**config.mk**
```make
export PLATFORM = sky130hd
export DESIGN_NAME = ppdv_mul
export DESIGN_NICKNAME = d
export VERILOG_FILES = /design/src/design/ppdv_pkg.sv /design/src/design/ppdv_mul.sv
export SDC_FILE = /design/constraint.sdc
export NUM_CORES = 2
export LEC_CHECK = 0
export BUFFER_PORTS_ARGS = -buffer_cell sky130_fd_sc_hd__buf_2
export CAP_MARGIN = 20
export CORE_ASPECT_RATIO = 0.6
export CORE_MARGIN = 10
export CORE_UTILIZATION = 63
export CTS_CLUSTER_DIAMETER = 50
export DETAILED_ROUTE_END_ITERATION = 12
export PLACE_DENSITY_LB_ADDON = 0.2
export SLEW_MARGIN = 15
export SYNTH_ARGS = -nofsm -noshare
export SYNTH_HDL_FRONTEND = slang
export SYNTH_SLANG_ARGS = --single-unit
```
**constraint.sdc**
```tcl
create_clock -name clk -period 12.2 [get_ports clk]
set_input_delay 1.22 -clock clk [delete_from_list [all_inputs] [get_ports clk]]
set_output_delay 1.22 -clock clk [all_outputs]
set_load 0.005 [all_outputs]
```
**src/design/ppdv_pkg.sv**
```systemverilog
// Shared types and constants for the pinhole projection / depth visibility block.
// No dependencies; imported by every module of the block.
package ppdv_pkg;

  localparam int ImgWidthDefault  = 256;
  localparam int ImgHeightDefault = 256;
  localparam int NumRegs          = 8;
  localparam int CfgIndexW        = 4;
  localparam int AddrW            = 16;
  localparam int HalfQ            = 32768;

  localparam logic [CfgIndexW-1:0] REG_ROW0_XY    = 4'd0;
  localparam logic [CfgIndexW-1:0] REG_ROW0_ZT    = 4'd1;
  localparam logic [CfgIndexW-1:0] REG_ROW1_XY    = 4'd2;
  localparam logic [CfgIndexW-1:0] REG_ROW1_ZT    = 4'd3;
  localparam logic [CfgIndexW-1:0] REG_ROW2_XY    = 4'd4;
  localparam logic [CfgIndexW-1:0] REG_ROW2_ZT    = 4'd5;
  localparam logic [CfgIndexW-1:0] REG_FOCAL      = 4'd6;
  localparam logic [CfgIndexW-1:0] REG_PRINCIPAL  = 4'd7;

  localparam logic FUNC_WRITE = 1'b0;
  localparam logic FUNC_TEST  = 1'b1;

  typedef struct packed {
    logic               func;
    logic signed [31:0] point_x;
    logic signed [31:0] point_y;
    logic signed [31:0] point_z;
    logic [31:0]        vertex_tag;
    logic [15:0]        pixel_address;
    logic signed [31:0] depth_value;
  } in_t;

  typedef struct packed {
    logic [31:0]        tag_out;
    logic               visible;
    logic               on_image;
    logic signed [31:0] pixel_col;
    logic signed [31:0] pixel_row;
    logic signed [31:0] projected_depth;
    logic [31:0]        visible_total;
  } out_t;

  // saturate a wide signed value to 32 bits
  function automatic logic signed [31:0] sat32(input logic signed [65:0] v);
    logic signed [31:0] r;
    if (v > 66'sd2147483647) r = 32'sh7FFFFFFF;
    else if (v < -66'sd2147483648) r = 32'sh80000000;
    else r = v[31:0];
    return r;
  endfunction

endpackage

```
**src/design/ppdv_mul.sv**
```systemverilog
// Shared 32x32 signed multiplier with a registered product.
// Depends on ppdv_pkg.
module ppdv_mul import ppdv_pkg::*; (
  input  logic               clk,
  input  logic signed [31:0] a,
  input  logic signed [31:0] b,
  output logic signed [63:0] p
);

  always_ff @(posedge clk) begin
    p <= a * b;
  end

endmodule

```
==> out/results.ini <==
[run_status]
result_of_the_run = finished clean

[clock_tree]
cts-hold-fix-buffers = 0
cts_inserted_buffers = 9
root_buffer = clkbuf_16
post_cts.resized_instances = 0
h-tree-depth = 3
cts_tree = yes
clk_transition_reported_paths_ns = 0.06
numClockSinks = 64
postCtsSetupBuffers = 0
clock_path_buffers = 2

[critical_path]
worstPathRequired_ns = 12.52
path_cells = buf_2, nand2_1, fa_1, fa_1, fa_1, fa_1, inv_1, fa_1, inv_1, fa_1, inv_1, fa_1, fa_1, ha_1, nand4_1, nor2_1, nor3_1, o21ai_0, a21oi_1, o211ai_1, a2111oi_1, o21bai_1, a21oi_1, xnor2_1
worstPathMaxFanout = 32
worstSetupStartpointType = input pin
critical_path_cell_count = 24
worst-setup-path-type = input pin to flip-flop
cp.arrival_ns = 10.09
cpMostUsedCell = fa_1
crit_start = b[2]
critPathCaptureType = flip-flop
critical_path.top_delay_family = adder cells
timing.critical_path.slowest_cell_delay_ns = 0.82
critical_path.slowest_cell = nor3_1
timing.critical_path.to = p[60]
critical_path.n_buffers_inverters = 4

[timing]
time_the_final_worst_path_needs_with_i_o_delays_and_setup_ns = 9.77
setup_viol = 0
crit_share_post_route = 0.801
fmax_mhz = 102
hold_violations = 0
setup_total_negative_slack_ns = 0
final-max-slew-violation-count = 0
setup_repair_after_global_routing_missed_its_margin = false
worst_slew_margin_rel = 0.331
whs_ns = 1.45
tightest_slew_ns = 0.995
fin_ws_ns = 2.43

[global_routing]
gr-usage-all-layers = 0.324
grt_pass1_wl_um = 170000
number_of_global_route_vias_before_repair = 27789
grt_antenna_before_repair = 4
pin_count_of_the_biggest_net_entering_global_routing = 33
total_congestion_overflow_after_global_routing = 0

[route]
initialDrtViolationCount = 2589
wire_length_per_cell_after_detailed_routing_um = 23.2
final_antenna_net_count = 0
detailroute.wirelength.met3_um = 21500
top_layer = met5
routed_via_density = 5.63
met2_length_um = 37400
detail_route.first_pass.iterations = 6
wl_met1_um = 46600
detail_route.wirelength_um = 107000
num_vias = 26022
drc = 0

[floorplanning]
floorplan.initialDensity = 0.642
die_width_um = 334
die_area_mm2 = 0.0696
io_pins = 129
die_h_um = 208
fp.coreArea_mm2 = 0.0580
rows = 68

[synthesis]
synth-edff-count = 0
postSynthAreaPerCell_um2 = 9.59
yosysUniqueCellTypes = 63
post_syn_instances = 3884
synth_nets = 5215
yosys_register_bits = 64
synth-warning-count = 0
synth_async_sr_flop_share = 0
post_synth_instance_area_mm2 = 0.0372
synth_top_flop_cell = dfxtp_1
synth_seq_area_share = 0.0344

[final_layout]
nNetsFinal = 5173
highest_count_cells_in_the_layout_ignoring_fill_and_taps = fa_1 (1,082), inv_1 (952), and2_1 (516)
flip_flop_count_of_the_largest_register_after_layout = 64
drive_above_1_share = 0.0483
registers.top_by_ff_count = p
layout.cells.most_common = fa_1
area_growth_syn_to_layout_pct = 3.62
leading_registers_by_flop_count = p: 64 flops
layout.filler_cells = 4635

[placed_design]
dp_slack_ns = 2.44
gp_congestion = 0.969
io_buffer_count = 128
dpl.hpwl_um = 87600

[min_path]
type_of_the_worst_min_delay_path = input pin to flip-flop

[job]
max_cap_viol_count = 0

-- worst min-delay path by stage --
stage               start     to  slack [ns]  depth (start not counted)
floorplan            b[0]   p[0]        1.35                          1
global placement     p[2]   p[2]        1.60                          1
detailed placement  p[12]  p[12]        1.60                          1
CTS                  a[0]   p[0]        1.43                          2
global route         a[0]   p[0]        1.45                          2
finish               a[0]   p[0]        1.45                          2
-- synthesized netlist by cell type, types with 23 or more instances --
library cell,number,share of area
a21oi_1,68,0.0091
nand2_1,511,0.052
fa_1,1082,0.58
dfxtp_1,64,0.034
xnor2_1,53,0.012
ha_1,184,0.062
nor2_1,42,0.0042
and2_1,516,0.087
inv_1,952,0.096
clkbuf_1,195,0.020
a21o_1,23,0.0046
o21ai_0,28,0.0038
-- area by class of cell --
cell class	instances	area [um^2]	share of cell area
clock inverter	7	125	0.00324
tap	770	963	0.0250
clock buffer	9	225	0.00584
timing repair buffer	147	783	0.0203
sequential	64	1280	0.0332
multi-input combinational	2668	31600	0.820
inverter	952	3570	0.0926
antenna	2	5.00	0.000130
-- metal layers --
metal  vias to the layer above  GRT usage
met2                      1791      0.374
met5                         -     0.0475
met4                        12     0.0375
met3                        95      0.211
met1                     13164      0.494
li1                      10960          -
-- stage by stage --
stage          utilization  area, um^2  cells
6_report             0.665       38600   4619
5_1_grt              0.665       38600   4617
4_1_cts              0.665       38600   4617
3_5_place_dp         0.659       38200   4601
3_3_place_gp         0.659       38200   4601
2_1_floorplan            -       37200   3884
-- logic make-up (layout without fill, tap and decap cells) --
kind of cell / count (synthesis) / count (layout) / share of synthesized area
compound gates: 193 / 193 / 0.0346
flops: 64 / 64 / 0.0344
other cells: 0 / 2 / 0
xor+xnor: 75 / 75 / 0.0176
fa+ha+maj: 1266 / 1266 / 0.643
simple gates: 1134 / 1134 / 0.154
buf+inv: 1152 / 1115 / 0.116
Power is left out: the tool's default activity adds up to more than one toggle a clock period on the data nets, which glitch-free logic cannot reach.
