File: src/design/ppdv_pkg.sv
// Shared types and constants for the pinhole projection / depth visibility block.
// No dependencies; imported by every module of the block.
package ppdv_pkg;

  localparam int ImgWidthDefault  = 256;
  localparam int ImgHeightDefault = 256;
  localparam int NumRegs          = 8;
  localparam int CfgIndexW        = 4;
  localparam int AddrW            = 16;
  localparam int HalfQ            = 32768;

  localparam logic [CfgIndexW-1:0] REG_ROW0_XY    = 4'd0;
  localparam logic [CfgIndexW-1:0] REG_ROW0_ZT    = 4'd1;
  localparam logic [CfgIndexW-1:0] REG_ROW1_XY    = 4'd2;
  localparam logic [CfgIndexW-1:0] REG_ROW1_ZT    = 4'd3;
  localparam logic [CfgIndexW-1:0] REG_ROW2_XY    = 4'd4;
  localparam logic [CfgIndexW-1:0] REG_ROW2_ZT    = 4'd5;
  localparam logic [CfgIndexW-1:0] REG_FOCAL      = 4'd6;
  localparam logic [CfgIndexW-1:0] REG_PRINCIPAL  = 4'd7;

  localparam logic FUNC_WRITE = 1'b0;
  localparam logic FUNC_TEST  = 1'b1;

  typedef struct packed {
    logic               func;
    logic signed [31:0] point_x;
    logic signed [31:0] point_y;
    logic signed [31:0] point_z;
    logic [31:0]        vertex_tag;
    logic [15:0]        pixel_address;
    logic signed [31:0] depth_value;
  } in_t;

  typedef struct packed {
    logic [31:0]        tag_out;
    logic               visible;
    logic               on_image;
    logic signed [31:0] pixel_col;
    logic signed [31:0] pixel_row;
    logic signed [31:0] projected_depth;
    logic [31:0]        visible_total;
  } out_t;

  // saturate a wide signed value to 32 bits
  function automatic logic signed [31:0] sat32(input logic signed [65:0] v);
    logic signed [31:0] r;
    if (v > 66'sd2147483647) r = 32'sh7FFFFFFF;
    else if (v < -66'sd2147483648) r = 32'sh80000000;
    else r = v[31:0];
    return r;
  endfunction

endpackage

File: src/design/ppdv_div.sv
// Iterative signed divider, one quotient bit per cycle, positive divisor.
// Quotient truncates toward zero. Depends on ppdv_pkg.
module ppdv_div import ppdv_pkg::*; (
  input  logic               clk,
  input  logic               rst,
  input  logic               start,
  input  logic signed [63:0] dividend,
  input  logic signed [31:0] divisor,
  output logic               done,
  output logic signed [63:0] quotient
);

  logic        busy;
  logic [6:0]  cnt;
  logic        neg;
  logic [63:0] dq;
  logic [31:0] rem;
  logic [31:0] dvs;
  logic [32:0] rem_sh;
  logic        fits;

  assign rem_sh   = {rem, dq[63]};
  assign fits     = rem_sh >= {1'b0, dvs};
  assign quotient = neg ? -$signed(dq) : $signed(dq);

  always_ff @(posedge clk) begin
    if (rst) begin
      busy <= 1'b0;
      done <= 1'b0;
      cnt  <= '0;
    end else begin
      done <= 1'b0;
      if (start) begin
        busy <= 1'b1;
        cnt  <= 7'd64;
        neg  <= dividend[63];
        dq   <= dividend[63] ? 64'(-dividend) : 64'(dividend);
        rem  <= '0;
        dvs  <= 32'(divisor);
      end else if (busy) begin
        rem <= fits ? 32'(rem_sh - {1'b0, dvs}) : rem_sh[31:0];
        dq  <= {dq[62:0], fits};
        cnt <= cnt - 7'd1;
        if (cnt == 7'd1) begin
          busy <= 1'b0;
          done <= 1'b1;
        end
      end
    end
  end

endmodule

File: config.mk
export PLATFORM = sky130hd
export DESIGN_NAME = ppdv_div
export DESIGN_NICKNAME = d
export VERILOG_FILES = /design/src/design/ppdv_pkg.sv /design/src/design/ppdv_div.sv
export SDC_FILE = /design/constraint.sdc
export NUM_CORES = 1
export LEC_CHECK = 0
export BUFFER_PORTS_ARGS = -buffer_cell sky130_fd_sc_hd__buf_2
export CORE_MARGIN = 2
export CORE_UTILIZATION = 60
export DETAILED_ROUTE_END_ITERATION = 16
export PLACE_DENSITY_LB_ADDON = 0.08
export SETUP_SLACK_MARGIN = 0.05
export SYNTH_ARGS = -nofsm -noshare
export SYNTH_HDL_FRONTEND = slang
export SYNTH_SLANG_ARGS = --single-unit
export TNS_END_PERCENT = 100
File: constraint.sdc
create_clock -name clk -period 17.8 [get_ports clk]
set_input_delay 1.78 -clock clk [delete_from_list [all_inputs] [get_ports clk]]
set_output_delay 1.78 -clock clk [all_outputs]
set_load 0.02 [all_outputs]
==> results of run 1 <==
==> cells by family after synthesis <==
family          Yosys count  share of synthesized area [%]
compound gates          258                           16.4
fa+ha+maj                37                           4.78
mux                      23                           2.40
buf+inv                  98                           3.88
simple gates            353                           17.5
flops                   138                           41.2
xor+xnor                155                           13.8
==> metal layers <==
layer / track usage [%] / share of wire [%] / routed length (um)
met3: 4.81 / 5.5 / 1300
met1: 35.8 / 43 / 10200
met4: 9.96 / 2.6 / 623
met2: 46.2 / 49 / 11500
met5: 0 / 0 / 0
==> power breakdown <==
group	switching (uW)	total, uW	leakage [uW]	internal (uW)
clock network	132	337	0.000284	205
logic	160	269	0.00290	109
registers	22.1	412	0.00130	390
total	313	1020	0.00448	704
==> sequential cells by signal, indices dropped and copies added, names as in the netlist <==
| name | flops |
|---|---|
| busy | 1 |
| dvs | 32 |
| neg | 1 |
| cnt | 7 |
| dq | 64 |
| done | 1 |
| rem | 32 |
==> critical path: stages, from the launching register on <==
cell and delay (ps):
edfxtp_1 440, or4_4 550, or3_4 380, or3_4 410, inv_2 80, nand3_2 120
or3_1 470, nor2_1 170, nand3_1 210, o31ai_1 320, xnor2_1 210, buf_2 220
==> placed cells by master, fill, tap and decap left out, types with 18 or more instances in the layout <==
master     count
buf_2        162
clkbuf_16     19
xor2_1        71
nor3_1        18
edfxtp_1     129
o31ai_1       32
nand2_1       84
a21oi_1       95
nor2_1       132
ha_1          36
inv_1         53
mux2i_1       18
xnor2_1       84
o21ai_0       60
nand3_1       20
==> path summary, 6_finish.rpt <==
path | startpoint | cells after the start | endpoint
worst max-delay path | dq[5] | 11 | quotient[57]
worst min-delay path | cnt[1] | 2 | cnt[1]
worst max register to register | rem[2] | 12 | rem[27]
worst min register to register | cnt[1] | 2 | cnt[1]
==> area by class of cell <==
cell class	count	area [um^2]
multi-input combinational	826	5410
clock inverter	6	33.8
sequential	138	4050
tap	216	270
clock buffer	26	532
inverter	54	203
timing repair buffer	168	856
fill	1302	4580
==> per-stage QoR <==
step / setup WS (ps) / power [uW] / hold WS, ps / std cells
after global routing: 11800 / 1070 / 552 / 1434
after CTS: 11980 / 1020 / 501 / 1434
final: 12010 / 1020 / 505 / 1434
after floorplan: 10940 / 610 / 469 / 1062
after global placement: 12490 / 680 / 483 / 1402
after detailed placement: 12470 / 684 / 490 / 1402
==> impl_results.md, run 1 <==
* Leakage at 0.00448 uW
* Primary FF master, synth: edfxtp_1
* Die ar. at approximately 17000 um^2
* Clock Path Buffers at 2
* Port bufs at roughly 160
* Final setup TNS at 0 ps
* DR DRC count at 0
* Outcome: finished clean
* Number of synthesized register bits at 138
* Vias in the first global route at ~8000
* Area growth from synthesis to layout at 15.5%
* Placed Instance Area at 10800 um^2
* Post-synthesis sequential area ratio at around two fifths
* Die W at ~130 um
* Post-DR wirelength/cell at 16.5 um
* Vias per cell at roughly 5.8
* Post-synth cell types at 63
* IO Count at ~160
* VDD IR max at 0.0000768 V
* RSZ-0062 raised after global routing: false
* Hold_buf cts at 0
* # nets final at around 1300
* Req. time, crit path at ~16000 ps
* Tcrit/Tclk final at between 30% and 40%
* Fin. Hold Viols at 0
* Clk_lat worst skew at approximately 430 ps
* Sink Count at between 100 and 150
* GRT overflow at 0
* Max-slew violations at 0
* CP startpoint kind: register
* Fin util at 71.3%
* Syn_nets at 1198
* Setup CP Type: reg2out
* Top cells by area, synth: edfxtp_1 39%, xnor2_1 7.5%, xor2_1 6.3%
* Antenna Violating Nets Remaining at 0
* Relative slew slack at between 20% and 30%
* Count of final setup violators at 0
* Peak Freq at 0.173 GHz
* Flop2flop setup slack at ~14000 ps
* Post-DP HPWL at 17.2 mm
* CTS tree: built
* DR pass1 iterations at 5
* Initial antenna violation count at 0
* Std cell rows at 46
* Layout cell share with drive strength beyond 1 at ~19%
* Ant diodes at 0
* MaxCap Viol Count at 0
* Total wire length at 23.6 mm
* Slew @ Worst Pin at about 1100 ps
* GP Congestion at around 0.9
* Core area at ~16000 um^2
* Crit path capture type: output port
* Yosys top cell area share at around two fifths
* EDFF count, synth at roughly 130
* Post-CTS setup buffer count at 0
* Ys async rst share at 0%
* DIE HEIGHT at about 130 um
* Data arrival, critical path at around 4000 ps
* Post-cts sizing count at 0
* Yosys Warn Count at 0
* Period minus WS final at approximately 5800 ps
* Routed vias at a little over 8000
* CTS H-tree lvls at 4
* Hold Path Class: reg2reg
* Synth Instances at 1062
* Clock-pin slew on the worst setup and hold paths at roughly 60 ps
* Most common cell in the synthesized netlist: nor2_1
* DRT iter0 DRCs at between 600 and 700
* Num CTS Buffers at 17
* Worst Clk Skew at approximately 8.5 ps
* Clock root cell: clkbuf_16
* Maximum fanout along the worst path at 6
* Cell Pwr Density at 89.6 nW/um^2
* First-pass GRT wire length at approximately 38 mm
* Mapped cell area at ~9800 um^2
* Largest area contributor in the netlist: edfxtp_1
* Commonest cells post-synth: 133 x nor2_1, 129 x edfxtp_1, 95 x a21oi_1
* Total GRT Usage at 27.5%
* Cell area after layout at about 11000 um^2
* Initial Utilization at 61.7%
* Syn avg cell area at approximately 9 um^2
* Pin count of the biggest net entering global routing at 100
Note: power is estimated with default switching activity, not from simulation.
==> run 2, diff against run 1 <==
CORE_UTILIZATION = 52   (was 60)
clock period = 4.8 ns   (was 17.8 ns; I/O delays follow)
==> impl_results.md, run 2 (synthesis results as in run 1) <==
* Outcome: finished clean
* Area growth from synthesis to layout at 16.1%
* Pre-CTS WS at 824 ps (-11650 ps)
* First-pass GRT wire length at 38.6 mm (+0.34%)
* Post-cts sizing count at 0 (unchanged)
* Ant diodes at 0 (unchanged)
* Final setup TNS at 0 ps (unchanged)
* Post-DR wirelength/cell at 16.6 um (+0.89%)
* Gate power share at 26.0% (-0.4 points)
* Initial antenna violation count at 0 (unchanged)
* Antenna Violating Nets Remaining at 0 (unchanged)
* Relative slew slack at 26.7% (-3.2 points)
* Largest regs: dq x64, dvs x32, rem x32
* Req. time, crit path at 4320 ps (-11700 ps)
* Pin count of the biggest net entering global routing at 104 (+4.0%)
* Die ar. at 20000 um^2 (+15%)
* RSZ-0062 raised after global routing: false
* Leakage at 0.00449 uW (+0.11%)
* Fin. Hold Viols at 0 (unchanged)
* # nets final at 1343 (+0.15%)
* VDD IR max at 0.000228 V (+200%)
* Most frequent cells in the layout: 162 x buf_2, 132 x nor2_1, 129 x edfxtp_1
* Clock-pin slew on the worst setup and hold paths at 60 ps (about the same)
* Hold Path Class: in2reg
* Sink Count at 138 (unchanged)
* Setup CP Type: reg2out
* Data arrival, critical path at 3990 ps (-20 ps)
* CP startpoint kind: register
* Multi-input gate area at 5410 um^2 (unchanged)
* Count of final setup violators at 0 (unchanged)
* Largest register by flop count: dq
* Setup WS post-layout at 331 ps (-11680 ps)
* Switch share at 30.8% (about the same)
* Routed vias at 8183 (-1.4%)
* Clock root cell: clkbuf_16
* Commonest non-fill, non-tap cell in the layout: buf_2
* GRT overflow at 0 (unchanged)
* Largest register FFs at 64 (unchanged)
* Clk_lat worst skew at 430 ps (about the same)
* GP Congestion at 0.874 (-2.3%)
* DRT iter0 DRCs at 480 (-26%)
* Worst Clk Skew at 13.1 ps (+4.66 ps)
* Storage cell area at 4050 um^2 (unchanged)
* Max-slew violations at 0 (unchanged)
* Initial Utilization at 52.7% (-8.9 points)
* Tcrit/Tclk final at roughly 93%
* Peak Freq at 0.224 GHz
* CTS H-tree lvls at 4 (unchanged)
* Total GRT Usage at 24.3% (-3.2 points)
* Period minus WS final at approximately 4500 ps
* Number of fill cells at 1658 (+27%)
* Clock share of power at 34.3% (+1.2 points)
* MaxCap Viol Count at 0 (unchanged)
* Reg power frac at 39.7% (-0.8 points)
* Post-DP HPWL at 17.6 mm (+2.4%)
* Vias per cell at 5.63 (-2.8%)
* CTS tree: built
* Hold_buf cts at 0 (unchanged)
* Clock Path Buffers at 2 (unchanged)
* DIE HEIGHT at 142 um (+7.2%)
* IO Count at 164 (unchanged)
* DR DRC count at 0 (unchanged)
* Layout cell share with drive strength beyond 1 at 18.6% (+0.052 points)
* Std cell rows at 50 (+8.7%)
* Int Pwr at 2660 uW (+280%)
* DR pass1 iterations at 5 (unchanged)
* Port bufs at 163 (unchanged)
* Maximum fanout along the worst path at 6 (unchanged)
* Total wire length at 24.2 mm (+2.3%)
* Die W at 142 um (+7.2%)
* Post-CTS setup buffer count at 0 (unchanged)
* Core area at 18600 um^2 (+17%)
* Cell Pwr Density at 337 nW/um^2 (+280%)
* Num CTS Buffers at 17 (unchanged)
* Crit path capture type: output port
* Vias in the first global route at 7783 (-1.3%)
* Net Switching at 1190 uW (+280%)
* Slew @ Worst Pin at 1100 ps (+47.6 ps)
* Min Hold Slack at 229 ps (-276 ps)
==> run 2: changes by cell type in the layout (fill, tap and decap cells not counted), sizes merged <==
cell,delta
buf,+2
bufinv,+3
clkbuf,-7
clkinv,+2
clkinvlp,+2
==> run 2: power by group through the flow <==
stage | Clock [uW] | Sequential [uW] | Combinational, uW
floorplan | 0 | 1530 | 732
CTS | 1340 | 1530 | 1000
global placement | 0 | 1550 | 987
global route | 1400 | 1540 | 1110
finish | 1320 | 1530 | 1000
detailed placement | 0 | 1550 | 995
==> run 2: cell type report <==
cell class / count / share of cell area [%]
Clock buffer: 19 / 3.79
Clock inverter: 13 / 1.34
Inverter: 54 / 1.78
Multi-Input combinational cell: 826 / 47.4
Sequential cell: 138 / 35.5
Tap cell: 234 / 2.56
Timing Repair Buffer: 170 / 7.63
==> run 2: path summary, 6_finish.rpt <==
path / from / to / slack, ps / cells past startpoint
setup / recovery: dq[5] / quotient[63] / 330 / 11
setup reg to reg: rem[2] / rem[2] / 880 / 12
hold / removal: divisor[6] / dvs[6] / 230 / 1
hold reg to reg: cnt[1] / cnt[1] / 490 / 2
==> run 2: metrics by stage <==
| stage | utilization [%] | power (uW) | std cells | instance area, um^2 |
|---|---|---|---|---|
| after floorplan | - | 2260 | 1062 | 9840 |
| after global placement | 58.1 | 2540 | 1422 | 10800 |
| after detailed placement | 58.1 | 2550 | 1422 | 10800 |
| after CTS | 61.2 | 3870 | 1454 | 11400 |
| after global routing | 61.2 | 4050 | 1454 | 11400 |
| final | 61.2 | 3850 | 1454 | 11400 |
==> run 2: critical path, cell delays in order, from the launching register on <==
cell	delay (ps)
edfxtp_1	440
or4_4	550
or3_4	380
or3_4	410
inv_2	80
nand3_2	110
or3_1	480
nor2_1	180
nand3_1	170
o21ai_0	300
xnor2_1	230
buf_2	230
==> run 2: layer usage <==
metal / vias up / track usage [%] / share of wire (%)
li1: 4134 / - / -
met1: 3794 / 32.6 / 45
met2: 230 / 40.3 / 48
met3: 25 / 4.29 / 5.1
met4: 0 / 7.32 / 1.8
met5: - / 0 / 0
==> run 3, diff against run 2 <==
PLACE_DENSITY = 0.76   (was not set)
PLACE_DENSITY_LB_ADDON = not set   (was 0.08)
clock period = 4 ns   (was 4.8 ns; I/O delays follow)
==> impl_results.md, run 3 (synthesis results as in run 1) <==
* Total wire length at 25.7 mm (+6.4%)
* Sink Count at 138 (unchanged)
* MaxCap Viol Count at 0 (unchanged)
* DR pass1 iterations at 6 (+1)
* Layout cell share with drive strength beyond 1 at 21.1% (+2.5 points)
* Total GRT Usage at 25.4% (+1.2 points)
* First-pass GRT wire length at 40.5 mm (+4.8%)
* Initial antenna violation count at 1 (+1)
* Cell area after layout at 11700 um^2 (+2.9%)
* Setup WS post-layout at 89.7 ps (-241 ps)
* Post-DR wirelength/cell at 17.4 um (+4.8%)
* Cells on worst reg2reg path at 13 (+1)
* Switch share at 31.4% (+0.61 points)
* RSZ-0062 raised after global routing: true
* Clock root cell: clkbuf_16
* Tcrit/Tclk final at between 90% and 100%
* CTS H-tree lvls at 4 (unchanged)
* Post-Layout Cell Count at 1476 (+1.5%)
* Maximum fanout along the worst path at 4 (-2)
* Clk_lat worst skew at 420 ps (about the same)
* DRT iter0 DRCs at 794 (+65%)
* Worst Clk Skew at 7.68 ps (-5.44 ps)
* DR DRC count at 0 (unchanged)
* Int Pwr at 3160 uW (+19%)
* Die W at 142 um (unchanged)
* Pre-CTS WS at 174 ps (-650 ps)
* Max-slew violations at 0 (unchanged)
* Cell Pwr Density at 393 nW/um^2 (+17%)
* Die ar. at 20000 um^2 (unchanged)
* GRT overflow at 0 (unchanged)
* DIE HEIGHT at 142 um (unchanged)
* GP Congestion at 0.949 (+8.6%)
* Reg power frac at 39.9% (+0.2 points)
* Port bufs at 163 (unchanged)
* Gate power share at 27.1% (+1.1 points)
* Clock Path Buffers at 2 (unchanged)
* Setup CP Type: reg2out
* Fin. Hold Viols at 0 (unchanged)
* Req. time, crit path at 3600 ps (-720 ps)
* Leakage at 0.00466 uW (+3.9%)
* Peak Freq at 0.256 GHz
* Clock share of power at 33.0% (-1.3 points)
* Clock-pin slew on the worst setup and hold paths at 60 ps (about the same)
* CTS tree: built
* VDD IR max at 0.000278 V (+22%)
* Hold_buf cts at 0 (unchanged)
* Count of final setup violators at 0 (unchanged)
* Placed cells at 1435 (+0.91%)
* IO Count at 164 (unchanged)
* Most frequent cells in the layout: 155 x buf_2, 130 x nor2_1, 129 x edfxtp_1
* Period minus WS final at slightly below 4000 ps
* CP startpoint kind: register
* Placed Instance Area at 11000 um^2 (+1.1%)
* Ant diodes at 0 (unchanged)
* Core area at 18600 um^2 (unchanged)
* Antenna Violating Nets Remaining at 0 (unchanged)
* Worst Hold Path Cells at 1 (unchanged)
* Largest register by flop count: dq
* Area growth from synthesis to layout at 19.4%
* Post-DP HPWL at 18.5 mm (+5.4%)
* Net Switching at 1450 uW (+22%)
* Commonest non-fill, non-tap cell in the layout: buf_2
* Hold Path Class: in2reg
* Outcome: finished clean
* Largest register FFs at 64 (unchanged)
* Relative slew slack at 15.6% (-11 points)
* Largest regs: dq x64, dvs x32, rem x32
* Pin count of the biggest net entering global routing at 98 (-5.8%)
* Num CTS Buffers at 17 (unchanged)
* Initial Utilization at 52.7% (unchanged)
* Crit path capture type: output port
* Data arrival, critical path at 3510 ps (-480 ps)
* Std cell rows at 50 (unchanged)
* # nets final at 1365 (+1.6%)
* Vias per cell at 5.84 (+3.7%)
* Vias in the first global route at 8085 (+3.9%)
* Slew @ Worst Pin at 1270 ps (+165 ps)
* Routed vias at 8613 (+5.3%)
* Min Hold Slack at 151 ps (-78.1 ps)
run 3: changes by cell type in the layout (fill, tap and decap cells not counted), sizes merged:
cell	change
inv	+1
bufinv	-3
clkbuf	+7
clkinv	-4
clkinvlp	-1
buf	+22
run 3: final timing paths:
path | slack (ps) | endpoint | startpoint
setup / recovery | 90 | quotient[53] | dq[3]
hold / removal | 150 | dvs[8] | divisor[8]
setup reg to reg | 410 | rem[15] | rem[2]
hold reg to reg | 500 | cnt[1] | cnt[1]
run 3: area by class of cell:
cell class / instances / area, um^2
Fill cell: 1540 / 6900
Inverter: 54 / 205
Tap cell: 234 / 293
Multi-Input combinational cell: 826 / 5550
Clock buffer: 26 / 532
Clock inverter: 6 / 33.8
Sequential cell: 138 / 4050
Timing Repair Buffer: 192 / 1080
run 3: layer usage:
metal / routed length, um / share of wire [%] / up-vias / global-route usage (%)
li1: - / - / 4178 / -
met4: 607 / 2.4 / 2 / 9.26
met5: 12 / 0.047 / - / 0
met2: 11900 / 46 / 370 / 41.0
met1: 11200 / 44 / 4012 / 34.1
met3: 1930 / 7.5 / 51 / 5.06
run 3: power by group through the flow:
| stage | logic (uW) | registers, uW | clock network [uW] |
|---|---|---|---|
| after floorplan | 879 | 1830 | 0 |
| after global placement | 1200 | 1860 | 0 |
| after detailed placement | 1220 | 1860 | 0 |
| after CTS | 1240 | 1840 | 1540 |
| after global routing | 1370 | 1850 | 1590 |
| final | 1250 | 1840 | 1520 |
run 3: timing repair:
action                     4_1_cts  5_1_grt
buffers inserted                 7        2
pin swaps                        9       10
gates resized for setup         18       19
setup endpoints to repair       17       28
run 3: per-stage QoR:
step	utilization (%)	TNS, ps	total power [uW]
floorplan	-	0	2710
global placement	58.7	0	3050
detailed placement	58.7	0	3080
CTS	62.5	-181	4610
global route	63.0	-138	4820
finish	63.0	0	4610
run 3: worst max-delay path, stage by stage, from the launching register on:
cell,delay [ps]
edfxtp_1,380
or4_4,550
or3_4,370
or3_4,370
inv_4,70
nand3_4,70
or3_4,390
nor2_4,160
nand2_4,110
o41ai_4,280
xnor2_1,160
buf_4,170
